`src/rtl/stepper_ramp_period_generator_macros.svh`:
```
// ----------------------------------------------------------------------------
// Assertion macros for the stepper ramp period generator
// Shared concurrent assertion forms, clocked and disabled during reset.
// ----------------------------------------------------------------------------
`ifndef STEPPER_RAMP_PERIOD_GENERATOR_MACROS_SVH
`define STEPPER_RAMP_PERIOD_GENERATOR_MACROS_SVH

// Consequent must hold in the same cycle as the antecedent.
`define SRPG_ASSERT_SAME(label, clk, rst_n, ante, cons) \
  label: assert property (@(posedge clk) disable iff (!rst_n) (ante) |-> (cons)) \
    else $error("srpg assertion failed");

// Consequent must hold in the cycle after the antecedent.
`define SRPG_ASSERT_NEXT(label, clk, rst_n, ante, cons) \
  label: assert property (@(posedge clk) disable iff (!rst_n) (ante) |=> (cons)) \
    else $error("srpg assertion failed");

`endif

```
`src/rtl/srpg_pkg.sv`:
```
// ----------------------------------------------------------------------------
// srpg_pkg
// Widths, register indexes and shared types of the ramp period generator.
// ----------------------------------------------------------------------------
`default_nettype none

package srpg_pkg;

  localparam int unsigned INDEX_WIDTH  = 24;
  localparam int unsigned PERIOD_WIDTH = 32;
  localparam int unsigned FIELD_W      = 32;
  localparam int unsigned DATA_W       = 32;
  localparam int unsigned ADDR_W       = 4;

  // divisor 4n+1 / 4n-1 and the remainder both fit INDEX_WIDTH+1 bits
  localparam int unsigned DIV_W = INDEX_WIDTH + 1;
  // dividend 2c +/- r
  localparam int unsigned DVD_W = ((PERIOD_WIDTH > DIV_W) ? PERIOD_WIDTH : DIV_W) + 2;
  localparam int unsigned CNT_W = $clog2(DVD_W + 1);

  typedef struct packed {
    logic busy;
    logic done;
  } div_status_t;

  typedef enum logic [1:0] {
    REG_FIRST = 2'd0,
    REG_IDLE  = 2'd1,
    REG_EXACT = 2'd2
  } reg_idx_e;

endpackage

`default_nettype wire

```
`src/rtl/srpg_div.sv`:
```
// ----------------------------------------------------------------------------
// srpg_div
// Bit-serial restoring divider: one quotient bit per cycle, MSB first.
// ----------------------------------------------------------------------------
`default_nettype none
`include "stepper_ramp_period_generator_macros.svh"

module srpg_div (
  input  logic                        clk_i,
  input  logic                        rst_ni,
  input  logic                        start_i,
  input  logic [srpg_pkg::DVD_W-1:0]  dividend_i,
  input  logic [srpg_pkg::DIV_W-1:0]  divisor_i,
  output srpg_pkg::div_status_t       status_o,
  output logic [srpg_pkg::DVD_W-1:0]  quotient_o,
  output logic [srpg_pkg::DIV_W-1:0]  remainder_o
);
  import srpg_pkg::*;

  logic             busy_q, done_q;
  logic [CNT_W-1:0] cnt_q;
  logic [DVD_W-1:0] dvd_q;
  logic [DIV_W-1:0] rem_q, dvs_q;
  logic [DIV_W:0]   trial, diff;
  logic             fits;

  // shift the next dividend bit into the partial remainder and try the divisor
  assign trial = {rem_q, dvd_q[DVD_W-1]};
  assign fits  = trial >= {1'b0, dvs_q};
  assign diff  = trial - {1'b0, dvs_q};

  always_ff @(posedge clk_i or negedge rst_ni) begin
    if (!rst_ni) begin
      busy_q <= 1'b0;
      done_q <= 1'b0;
      cnt_q  <= '0;
    end else begin
      done_q <= 1'b0;
      if (busy_q) begin
        cnt_q <= cnt_q - CNT_W'(1);
        if (cnt_q == CNT_W'(1)) begin
          busy_q <= 1'b0;
          done_q <= 1'b1;
        end
      end else if (start_i) begin
        busy_q <= 1'b1;
        cnt_q  <= CNT_W'(DVD_W);
      end
    end
  end

  // quotient bits enter at the bottom as dividend bits leave at the top
  always_ff @(posedge clk_i) begin
    if (busy_q) begin
      rem_q <= fits ? diff[DIV_W-1:0] : trial[DIV_W-1:0];
      dvd_q <= {dvd_q[DVD_W-2:0], fits};
    end else if (start_i) begin
      rem_q <= '0;
      dvd_q <= dividend_i;
      dvs_q <= divisor_i;
    end
  end

  assign status_o.busy = busy_q;
  assign status_o.done = done_q;
  assign quotient_o    = dvd_q;
  assign remainder_o   = rem_q;

  `SRPG_ASSERT_SAME(a_done_not_busy, clk_i, rst_ni, done_q, !busy_q)
  `SRPG_ASSERT_NEXT(a_start_busy, clk_i, rst_ni, start_i && !busy_q, busy_q)
  `SRPG_ASSERT_SAME(a_rem_below_dvs, clk_i, rst_ni, done_q && (dvs_q != '0), rem_q < dvs_q)

endmodule

`default_nettype wire

```
`src/rtl/stepper_ramp_period_generator.sv`:
```
// ----------------------------------------------------------------------------
// stepper_ramp_period_generator
// Linear-ramp step period limiter with a signed ramp index and carried remainder.
// ----------------------------------------------------------------------------
// One item in, one item out. After the edge that accepts the item, the block
// loads the operands (ST_LOAD), runs the two bit-serial dividers that form the
// accelerated and decelerated candidates in parallel (ST_DIV) and registers the
// candidates when they finish, then picks one and updates the state (ST_DEC)
// and returns to idle. A new item is accepted only in idle, so not before the
// last one is through, but even while the last result still waits in the output
// register; a result still waiting when the next one is ready stalls the block
// in its last step. Configuration is by the APB port: first_period at 0x0,
// idle_period at 0x4, exact_mode at 0x8.
`default_nettype none
`include "stepper_ramp_period_generator_macros.svh"

module stepper_ramp_period_generator (
  input  logic                          clk_i,
  input  logic                          rst_ni,
  input  logic                          in_valid_i,
  output logic                          in_ready_o,
  input  logic [srpg_pkg::FIELD_W-1:0]  want_period_i,
  output logic                          out_valid_o,
  input  logic                          out_ready_i,
  output logic [srpg_pkg::FIELD_W-1:0]  step_period_o,
  input  logic                          psel,
  input  logic                          penable,
  input  logic                          pwrite,
  input  logic [srpg_pkg::ADDR_W-1:0]   paddr,
  input  logic [srpg_pkg::DATA_W-1:0]   pwdata,
  output logic [srpg_pkg::DATA_W-1:0]   prdata,
  output logic                          pready
);
  import srpg_pkg::*;

  typedef enum logic [3:0] {
    ST_IDLE = 4'b0001,
    ST_LOAD = 4'b0010,
    ST_DIV  = 4'b0100,
    ST_DEC  = 4'b1000
  } state_e;

  localparam logic [PERIOD_WIDTH-1:0]       PMAX    = '1;
  localparam logic signed [INDEX_WIDTH-1:0] IDX_MAX = {1'b0, {(INDEX_WIDTH-1){1'b1}}};
  localparam logic signed [INDEX_WIDTH-1:0] IDX_MIN = {1'b1, {(INDEX_WIDTH-1){1'b0}}};
  localparam logic signed [INDEX_WIDTH-1:0] IDX_ONE = INDEX_WIDTH'(1);
  localparam logic signed [INDEX_WIDTH-1:0] IDX_M1  = '1;

  state_e state_q, state_d;

  logic [PERIOD_WIDTH-1:0]       first_q, idle_q;
  logic                          exact_q;
  logic [PERIOD_WIDTH-1:0]       cur_q, target_q, out_q;
  logic signed [INDEX_WIDTH-1:0] idx_q;
  logic [DIV_W-1:0]              rest_q;
  logic                          out_valid_q;

  logic [PERIOD_WIDTH-1:0]       fval_q, sval_q, fval_d, sval_d;
  logic [DIV_W-1:0]              frest_q, srest_q, frest_d, srest_d;
  logic signed [INDEX_WIDTH-1:0] fidx_q, sidx_q, sidx_d;

  logic                          cfg_wr;
  reg_idx_e                      ridx;

  logic signed [INDEX_WIDTH-1:0] idx_inc, idx_dec, n_f;
  logic [DIV_W-1:0]              d_f, d_s;
  logic [DVD_W-1:0]              twoc_w, rest_w, num_add, num_sub, kk;
  logic                          twoc_lt;
  logic [DVD_W:0]                ssum;
  logic                          idx_neg, idx_pos, slot_free, accel, decel;

  div_status_t                   fdiv_st, sdiv_st;
  logic [DVD_W-1:0]              q_f, q_s;
  logic [DIV_W-1:0]              r_f, r_s;
  logic                          div_start;

  // ---------------- configuration port ----------------
  assign pready = 1'b1;
  assign cfg_wr = psel && penable && pwrite;
  assign ridx   = reg_idx_e'(paddr[3:2]);

  always_comb begin
    case (ridx)
      REG_FIRST: prdata = DATA_W'(first_q);
      REG_IDLE:  prdata = DATA_W'(idle_q);
      REG_EXACT: prdata = DATA_W'(exact_q);
      default:   prdata = '0;
    endcase
  end

  always_ff @(posedge clk_i or negedge rst_ni) begin
    if (!rst_ni) begin
      first_q <= PERIOD_WIDTH'(65535);
      idle_q  <= PMAX;
      exact_q <= 1'b0;
    end else if (cfg_wr) begin
      case (ridx)
        REG_FIRST: first_q <= pwdata[PERIOD_WIDTH-1:0];
        REG_IDLE:  idle_q  <= pwdata[PERIOD_WIDTH-1:0];
        REG_EXACT: exact_q <= pwdata[0];
        default:   ;
      endcase
    end
  end

  // ---------------- operands ----------------
  assign idx_inc = idx_q + IDX_ONE;
  assign idx_dec = idx_q - IDX_ONE;
  assign n_f     = (idx_q >= IDX_MAX) ? IDX_MAX : idx_inc;
  assign idx_neg = idx_q[INDEX_WIDTH-1];
  assign idx_pos = !idx_neg && (idx_q != '0);
  assign d_f     = {n_f[INDEX_WIDTH-2:0], 2'b01};
  assign d_s     = {idx_dec[INDEX_WIDTH-2:0], 2'b11};

  assign twoc_w  = DVD_W'({cur_q, 1'b0});
  assign rest_w  = DVD_W'(rest_q);
  assign num_add = twoc_w + rest_w;
  assign num_sub = twoc_w - rest_w;
  assign twoc_lt = twoc_w < rest_w;

  assign div_start = (state_q == ST_LOAD);

  srpg_div u_fdiv (
    .clk_i       (clk_i),
    .rst_ni      (rst_ni),
    .start_i     (div_start),
    .dividend_i  (exact_q ? num_sub : num_add),
    .divisor_i   (d_f),
    .status_o    (fdiv_st),
    .quotient_o  (q_f),
    .remainder_o (r_f)
  );

  srpg_div u_sdiv (
    .clk_i       (clk_i),
    .rst_ni      (rst_ni),
    .start_i     (div_start),
    .dividend_i  (num_add),
    .divisor_i   (d_s),
    .status_o    (sdiv_st),
    .quotient_o  (q_s),
    .remainder_o (r_s)
  );

  // ---------------- candidates ----------------
  // exact speed-up rounds the step up: k = ceil((2c - r) / d)
  assign kk   = exact_q ? (q_f + DVD_W'(r_f != '0)) : q_f;
  assign ssum = (DVD_W+1)'(cur_q) + (DVD_W+1)'(q_s);

  always_comb begin
    if (idx_neg && (idx_q != IDX_M1)) begin
      fval_d  = idle_q;
      frest_d = rest_q;
    end else if (idx_q == IDX_M1) begin
      fval_d  = first_q;
      frest_d = '0;
    end else if (exact_q && twoc_lt) begin
      fval_d  = cur_q;
      frest_d = rest_q - DIV_W'(twoc_w);
    end else begin
      fval_d  = (kk > DVD_W'(cur_q)) ? '0 : cur_q - PERIOD_WIDTH'(kk);
      if (exact_q) begin
        frest_d = (r_f == '0) ? '0 : d_f - r_f;
      end else begin
        frest_d = r_f;
      end
    end

    if (idx_pos) begin
      sval_d  = (ssum > (DVD_W+1)'(PMAX)) ? PMAX : PERIOD_WIDTH'(ssum);
      srest_d = r_s;
      sidx_d  = idx_dec;
    end else begin
      sval_d  = idle_q;
      srest_d = '0;
      sidx_d  = (idx_q == IDX_MIN) ? IDX_MIN : idx_dec;
    end
  end

  // ---------------- control ----------------
  assign in_ready_o = (state_q == ST_IDLE);
  assign slot_free  = !out_valid_q || out_ready_i;
  assign accel      = target_q < fval_q;
  assign decel      = !accel && (target_q > cur_q);

  always_comb begin
    state_d = state_q;
    case (state_q)
      ST_IDLE: if (in_valid_i) state_d = ST_LOAD;
      ST_LOAD: state_d = ST_DIV;
      ST_DIV:  if (fdiv_st.done) state_d = ST_DEC;
      ST_DEC:  if (slot_free) state_d = ST_IDLE;
      default: state_d = ST_IDLE;
    endcase
  end

  always_ff @(posedge clk_i or negedge rst_ni) begin
    if (!rst_ni) begin
      state_q     <= ST_IDLE;
      out_valid_q <= 1'b0;
      cur_q       <= PMAX;
      idx_q       <= IDX_M1;
      rest_q      <= '0;
    end else begin
      state_q <= state_d;
      if ((state_q == ST_DEC) && slot_free) begin
        out_valid_q <= 1'b1;
        if (accel) begin
          cur_q  <= fval_q;
          idx_q  <= fidx_q;
          rest_q <= frest_q;
        end else if (decel) begin
          cur_q  <= sval_q;
          idx_q  <= sidx_q;
          rest_q <= srest_q;
        end
      end else if (out_valid_q && out_ready_i) begin
        out_valid_q <= 1'b0;
      end
    end
  end

  always_ff @(posedge clk_i) begin
    if (in_ready_o && in_valid_i) begin
      target_q <= want_period_i[PERIOD_WIDTH-1:0];
    end
    if ((state_q == ST_DIV) && fdiv_st.done) begin
      fval_q  <= fval_d;
      frest_q <= frest_d;
      fidx_q  <= n_f;
      sval_q  <= sval_d;
      srest_q <= srest_d;
      sidx_q  <= sidx_d;
    end
    if ((state_q == ST_DEC) && slot_free) begin
      if (accel) begin
        out_q <= fval_q;
      end else if (decel) begin
        out_q <= cur_q;
      end else begin
        out_q <= target_q;
      end
    end
  end

  assign out_valid_o   = out_valid_q;
  assign step_period_o = FIELD_W'(out_q);

  `SRPG_ASSERT_NEXT(a_accept_load, clk_i, rst_ni, in_valid_i && in_ready_o, state_q == ST_LOAD)
  `SRPG_ASSERT_SAME(a_div_lockstep, clk_i, rst_ni, 1'b1, fdiv_st == sdiv_st)
  `SRPG_ASSERT_NEXT(a_dec_emits, clk_i, rst_ni, (state_q == ST_DEC) && slot_free, out_valid_o)
  `SRPG_ASSERT_SAME(a_idle_no_div, clk_i, rst_ni, state_q == ST_IDLE, !fdiv_st.busy)

endmodule

`default_nettype wire
```
`config.mk`:
```
export PLATFORM = sky130hd
export DESIGN_NAME = stepper_ramp_period_generator
export DESIGN_NICKNAME = d
export VERILOG_FILES = /design/src/rtl/srpg_pkg.sv /design/src/rtl/srpg_div.sv /design/src/rtl/stepper_ramp_period_generator.sv
export VERILOG_INCLUDE_DIRS = /design/src /design/src/rtl
export SDC_FILE = /design/constraint.sdc
export NUM_CORES = 2
export LEC_CHECK = 0
export ABC_CLOCK_PERIOD_IN_PS = 38700
export BUFFER_PORTS_ARGS = -buffer_cell sky130_fd_sc_hd__buf_2
export CORE_ASPECT_RATIO = 1.25
export CORE_MARGIN = 2
export CORE_UTILIZATION = 54
export CTS_BUF_LIST = sky130_fd_sc_hd__clkbuf_8 sky130_fd_sc_hd__clkbuf_16
export CTS_CLUSTER_SIZE = 14
export DETAILED_ROUTE_END_ITERATION = 10
export GPL_TIMING_DRIVEN = 1
export PLACE_DENSITY = 0.72
export SLEW_MARGIN = 20
export SYNTH_ARGS = -nofsm -noshare
export SYNTH_HDL_FRONTEND = slang
export SYNTH_HIERARCHICAL = 1
export SYNTH_SLANG_ARGS = --single-unit
```
`constraint.sdc`:
```
create_clock -name clk_i -period 38.7 [get_ports clk_i]
set_input_delay 1.935 -clock clk_i [delete_from_list [all_inputs] [get_ports clk_i]]
set_output_delay 1.935 -clock clk_i [all_outputs]
set_load 0.1 [all_outputs]
```
## Word-level counts from Yosys, hierarchy flattened

Cells that the tools add are included.

| word-level totals | value |
|---|---|
| bits of input ports | 75 |
| logic and storage cells | 144 |
| output and inout bits | 67 |
| register bits | 556 |

| operators by class | value |
|---|---|
| mux-type cells | 50 |
| $lt $le $gt $ge | 8 |
| bitwise logic cells | 2 |
| eq/ne operators | 14 |
| reduce and logical (&&, ||, !) cells | 29 |
| add/sub/neg operators | 13 |

Operators with widths:

| kind | count |
|---|---|
| $mux W32 | 10 |
| $mux W25 | 12 |
| $mux W34 | 6 |
| $sub A25 B25 Y25 | 4 |
| $mux W24 | 4 |
| $pmux W32 S3 | 1 |
| $ge A26 B25 Y1 | 2 |
| $add A32 B34 Y35 | 1 |
| $gt A35 B32 Y1 const B | 1 |
| $add A33 B25 Y34 | 1 |
| $add A34 B1 Y34 | 1 |
| $gt A34 B32 Y1 | 1 |
| $sub A33 B25 Y34 | 1 |
| $lt A33 B25 Y1 | 1 |
| $gt A32 B32 Y1 | 1 |
| $lt A32 B32 Y1 | 1 |
| $sub A32 B32 Y32 | 1 |
| $logic_not A25 Y1 | 1 |
| $reduce_bool A25 Y1 | 1 |
| $add A24 B2 Y24 const B | 1 |
| $eq A24 B1 Y1 const B | 1 |
| $eq A24 B24 Y1 const B | 1 |
| $ge A24 B24 Y1 const B | 1 |
| $ne A24 B1 Y1 const B | 1 |
| 25 further kinds | 60 |

## Depth between registers and ports, before layout

| depth | value |
|---|---|
| word-level depth | 8 |
| gate-level depth with buffers | 24 |
| gate-level depth less buffers | 23 |

## By module

The synthesis kept the hierarchy.

Modules (own cells, without submodules):

| module | instances | area each (um^2) | cells an instance | seq. area each (um^2) |
|---|---|---|---|---|
| stepper_ramp_period_generator | 1 | 28522.4 | 3134 | 10696.5 |
| srpg_div | 2 | 5121.2 | 420 | 2722.6 |

## Least setup slack after synthesis

OpenSTA, ideal clock, no wires.

| timing path | value |
|---|---|
| path type | register to register |
| start point | register state_q[1] |
| end point | register state_q[3] |
| setup time | 175 ps |
| arrival | 17064 ps |
| data required time | 38525 ps |
| cell stages (with the launch flop) | 3 |
| path buffers | 0 |
| path slack | 21461 ps |
| period minus slack after synthesis | 17239 ps |
| cells stage by stage | dfrtp_1 > nor4_1 > o21bai_1 |

| on the way | value |
|---|---|
| cells in the longest elaborated chain, start to end | 3 |
| elaborated cells on any way between the ends | 9 |
| classes of those cells | eq/ne (7); mux (1); reduce/logical (1) |

Ends and longest elaborated chain:

| what | line | source |
|---|---|---|
| from (decl) | stepper_ramp_period_generator.sv:49 | `state_e state_q, state_d;` |
| from (signal assigned) | stepper_ramp_period_generator.sv:205 | `state_q <= state_d;` |
| $eq A4 B3 Y1 (tied with other cells) | stepper_ramp_period_generator.sv:188 | `case (state_q)` |
| $ne A2 B1 Y1 (no source line) / $ne A2 B2 Y1 (equally long branches) | -- |  |
| $reduce_and A3 Y1 (no source line) | -- |  |

Parallel ways exist; a longest one is shown, timed or not.
A chain may end at the register's enable or synchronous reset.

## Final worst setup path

| timing path | value |
|---|---|
| start point | register u_fdiv.rem_q[3], in the netlist u_fdiv/remainder_o[3] |
| end point | register fval_q[19], data pin |

| on the way | value |
|---|---|
| cells in the longest elaborated chain, start to end | 8 |
| elaborated cells on any way between the ends | 9 |
| classes of those cells | add/sub (2); order compare (1); mux (5); reduce/logical (1) |

Ends and longest elaborated chain:

| what | line | source |
|---|---|---|
| from (decl) | srpg_div.sv:23 | `logic [DIV_W-1:0] rem_q, dvs_q;` |
| from (signal assigned) | srpg_div.sv:55 | `rem_q <= fits ? diff[DIV_W-1:0] : trial[DIV_W-1:0];` |
| $reduce_bool A25 Y1 * | stepper_ramp_period_generator.sv:147 | `assign kk = exact_q ? (q_f + DVD_W'(r_f != '0)) : q_f;` |
| $add A34 B1 Y34 * | stepper_ramp_period_generator.sv:147 |  |
| $mux W34 * | stepper_ramp_period_generator.sv:147 |  |
| $sub A32 B32 Y32 / $gt A34 B32 Y1 (equally long branches) | stepper_ramp_period_generator.sv:161 | `fval_d = (kk > DVD_W'(cur_q)) ? '0 : cur_q - PERIOD_WIDTH'(kk);` |
| $mux W32 * | stepper_ramp_period_generator.sv:161 |  |
| $mux W32 * | stepper_ramp_period_generator.sv:157 | `end else if (exact_q && twoc_lt) begin` |
| $mux W32 * | stepper_ramp_period_generator.sv:154 | `end else if (idx_q == IDX_M1) begin` |
| $mux W32 * | stepper_ramp_period_generator.sv:151 | `if (idx_neg && (idx_q != IDX_M1)) begin` |
| named net fval_d[19] | stepper_ramp_period_generator.sv:58 | `logic [PERIOD_WIDTH-1:0] fval_q, sval_q, fval_d, sval_d;` |
| to (signal assigned) | stepper_ramp_period_generator.sv:228 | `fval_q <= fval_d;` |
| to (decl) | stepper_ramp_period_generator.sv:58 |  |

The timed path passes the listed nets; every way through them passes the cells marked *.

==> impl_metrics.ini <==
[timing]
period_minus_slack_ns = 6.96
drv_slew = 0
relSlewSlack_pct = 30.8
finClkSkew_ns = 0.0300
fmax_mhz = 144
worst_pin_slew_ns = 1.04
setup_viol = 0
fin_ws_ns = 31.74
setup_tns_ns = 0
hold_viol = 0
finalCritPeriodShare_pct = 18.0
rsz0062_at_grt = false

[power]
pwr-share-clk_pct = 21.5
leakagePower_nw = 18.6
power.internal_mw = 1.66
power.switching_mw = 1.11
combPwrFrac_pct = 45.4
irDropWorstVdd_mv = 0.0560
seqPwrFrac_pct = 33.1
finalPower_mw = 2.77
powerDensity_nw_per_um2 = 65.6
power_switching_share_pct = 40.1

[floorplanning]
coreArea_um2 = 70800
die_height_um = 303
chipWidth_um = 243
die_area_um2 = 73900
core.rowCount = 109
io_pins = 142
start_util_pct = 54.7

[clock_tree]
cts_buffer_depth = 3
cts.clk_slew.worst_paths_ns = 0.06
clk_root_buffer_cell = clkbuf_16
cts_tree = yes
clk_latency_ns = 0.67
cts_resized = 0
postCtsHoldBufs = 0
clkSinkCount = 560
cts-buffers-inserted = 60
postCtsSetupRepairBufs = 0
htree_num_levels = 2

[route]
ant_nets = 0
viasPerCell = 6.08
drt_iter0_drc = 2264
firstDrtPassIters = 6
drt_drc_violations_left = 0
wl_per_cell_um = 20.8
routed_wl_mm = 104
num_vias = 30415

[setup_path]
slowest_delay_ns = 0.84
crit_type = register to register
arrival_ns = 7.45
path_delay_family = simple AND/OR/NAND/NOR gates
cp-end-kind = register
slowest_stage = and3_1
required_ns = 39.19
cp_num_buf_inv = 0
path_max_fanout = 23
start_kind = register
crit_chain = nor4_1 -> nand2_1 -> nor4_1 -> nand4_1 -> ha_1 -> nand2_1 -> or4_1 -> nor3_2 -> and2_1 -> and3_1 -> xor2_1 -> ha_1 -> nand4_1 -> or3_1 -> nor3_1 -> a31oi_1 -> o221ai_1 -> and3_1 -> nand2b_1 -> o221ai_1

[finish]
n_antenna_cell = 0
multi_input_area_um2 = 20800
final_nets = 4404
area_growth_pct = 8.96
fillers = 5983
ff_latch_area_um2 = 16100
drive_gt1_share_pct = 14.3
stdcell_area_um2 = 42200

[hold_path]
min_path_type = register to register

[global_route]
antenna_found_initial = 1
grt_max_degree = 114
track_usage_pct = 27.8
overflow = 0
grt_pass1_wl_mm = 163
grt_pass1_vias = 29736

[logic_synthesis]
synthCells = 3970
avgSynthCellArea_um2 = 9.75
yosysWarnings = 6
syn_area_um2 = 38700

[place]
place_congestion = 0.976
detailed_place.area_um2 = 40100
portBuffers = 138
post-dp-hpwl_mm = 76.3
dp_slack_ns = 31.89

[status]
status = complete, no violations

[flow_run]
maxCapViolCount = 0
## metrics by stage
step	std cells	utilization [%]	hold WS [ns]
after CTS	5004	59.6	0.470
after detailed placement	4892	56.7	0.461
after global placement	4892	56.7	0.457
after global routing	5005	59.6	0.490
final	5005	59.6	0.468
after floorplan	3973	-	0.435
## final timing paths
path | from | cells past startpoint | end | slack (ns)
worst min-delay path | u_fdiv/cnt_q[5]$_DFFE_PN0P_ | 1 | u_fdiv/cnt_q[5]$_DFFE_PN0P_ | 0.47
worst min register to register | u_fdiv/cnt_q[5]$_DFFE_PN0P_ | 1 | u_fdiv/cnt_q[5]$_DFFE_PN0P_ | 0.47
max in group asynchronous | rst_ni | 3 | first_q[27]$_DFFE_PN0P_ | 35.51
min in group asynchronous | rst_ni | 1 | u_sdiv/cnt_q[2]$_DFFE_PN0P_ | 1.28
worst max register to register | u_fdiv/remainder_o[3]$_SDFFCE_PN0P_ | 20 | fval_q[19]$_DFFE_PP_ | 31.74
worst max-delay path | u_fdiv/remainder_o[3]$_SDFFCE_PN0P_ | 20 | fval_q[19]$_DFFE_PP_ | 31.74
## state kept, by name (all words and copies together), names as in the netlist, 25 cells and up
| name | flops |
|---|---|
| idle_q | 32 |
| u_sdiv/dvs_q | 25 |
| sval_q | 32 |
| cur_q | 32 |
| target_q | 32 |
| u_fdiv/remainder_o | 25 |
| rest_q | 25 |
| srest_q | 25 |
| u_sdiv/quotient_o | 34 |
| fval_q | 32 |
| step_period_o | 32 |
| u_fdiv/dvs_q | 25 |
| frest_q | 25 |
| first_q | 32 |
| u_sdiv/remainder_o | 25 |
| u_fdiv/quotient_o | 34 |
## power by group through the flow
stage / combinational [mW] / sequential [mW] / clock (mW)
2_1_floorplan: 0.985 / 0.881 / 0
3_3_place_gp: 1.21 / 0.921 / 0
3_5_place_dp: 1.24 / 0.925 / 0
4_1_cts: 1.25 / 0.914 / 0.606
5_1_grt: 1.38 / 0.930 / 0.627
6_report: 1.26 / 0.916 / 0.595
## cells in the final DEF, fill, tap and decap left out, types with 15 or more instances in the layout
master / n
o21bai_1: 38
nor2_1: 373
nand2b_1: 42
o21a_1: 22
dfstp_2: 104
o21ai_1: 15
buf_2: 137
nor4_1: 24
mux2i_1: 114
nor2b_1: 21
nand4_1: 49
buf_4: 36
and4_1: 16
inv_1: 269
nor3_1: 57
a21oi_1: 360
ha_1: 309
mux2_2: 133
a31oi_1: 40
and2_1: 40
edfxtp_1: 394
a211oi_1: 31
or3_1: 15
dfrtp_1: 58
o31ai_1: 18
and3_1: 29
nand3_1: 78
o21ai_0: 151
nand2_1: 264
a221oi_1: 34
o22ai_1: 95
clkinv_2: 18
a21boi_0: 27
clkbuf_16: 64
xor2_1: 104
a21o_1: 110
xnor2_1: 159
## area by class of cell
class,count,area share [%]
flip-flops and latches,560,38.2
clock buffers,68,3.93
inverters,271,2.41
clock inverters,44,0.911
repair buffers,176,2.41
multi-input cells,2943,49.3
well taps,943,2.80
## routing by layer
layer	vias to the layer above	track usage (%)	share of wire, %
met5	-	0	0
met2	1093	49.8	50
met3	226	3.03	6.0
li1	14494	-	-
met4	0	11.3	4.2
met1	14602	34.3	40
(Power assumes the default switching activity.)
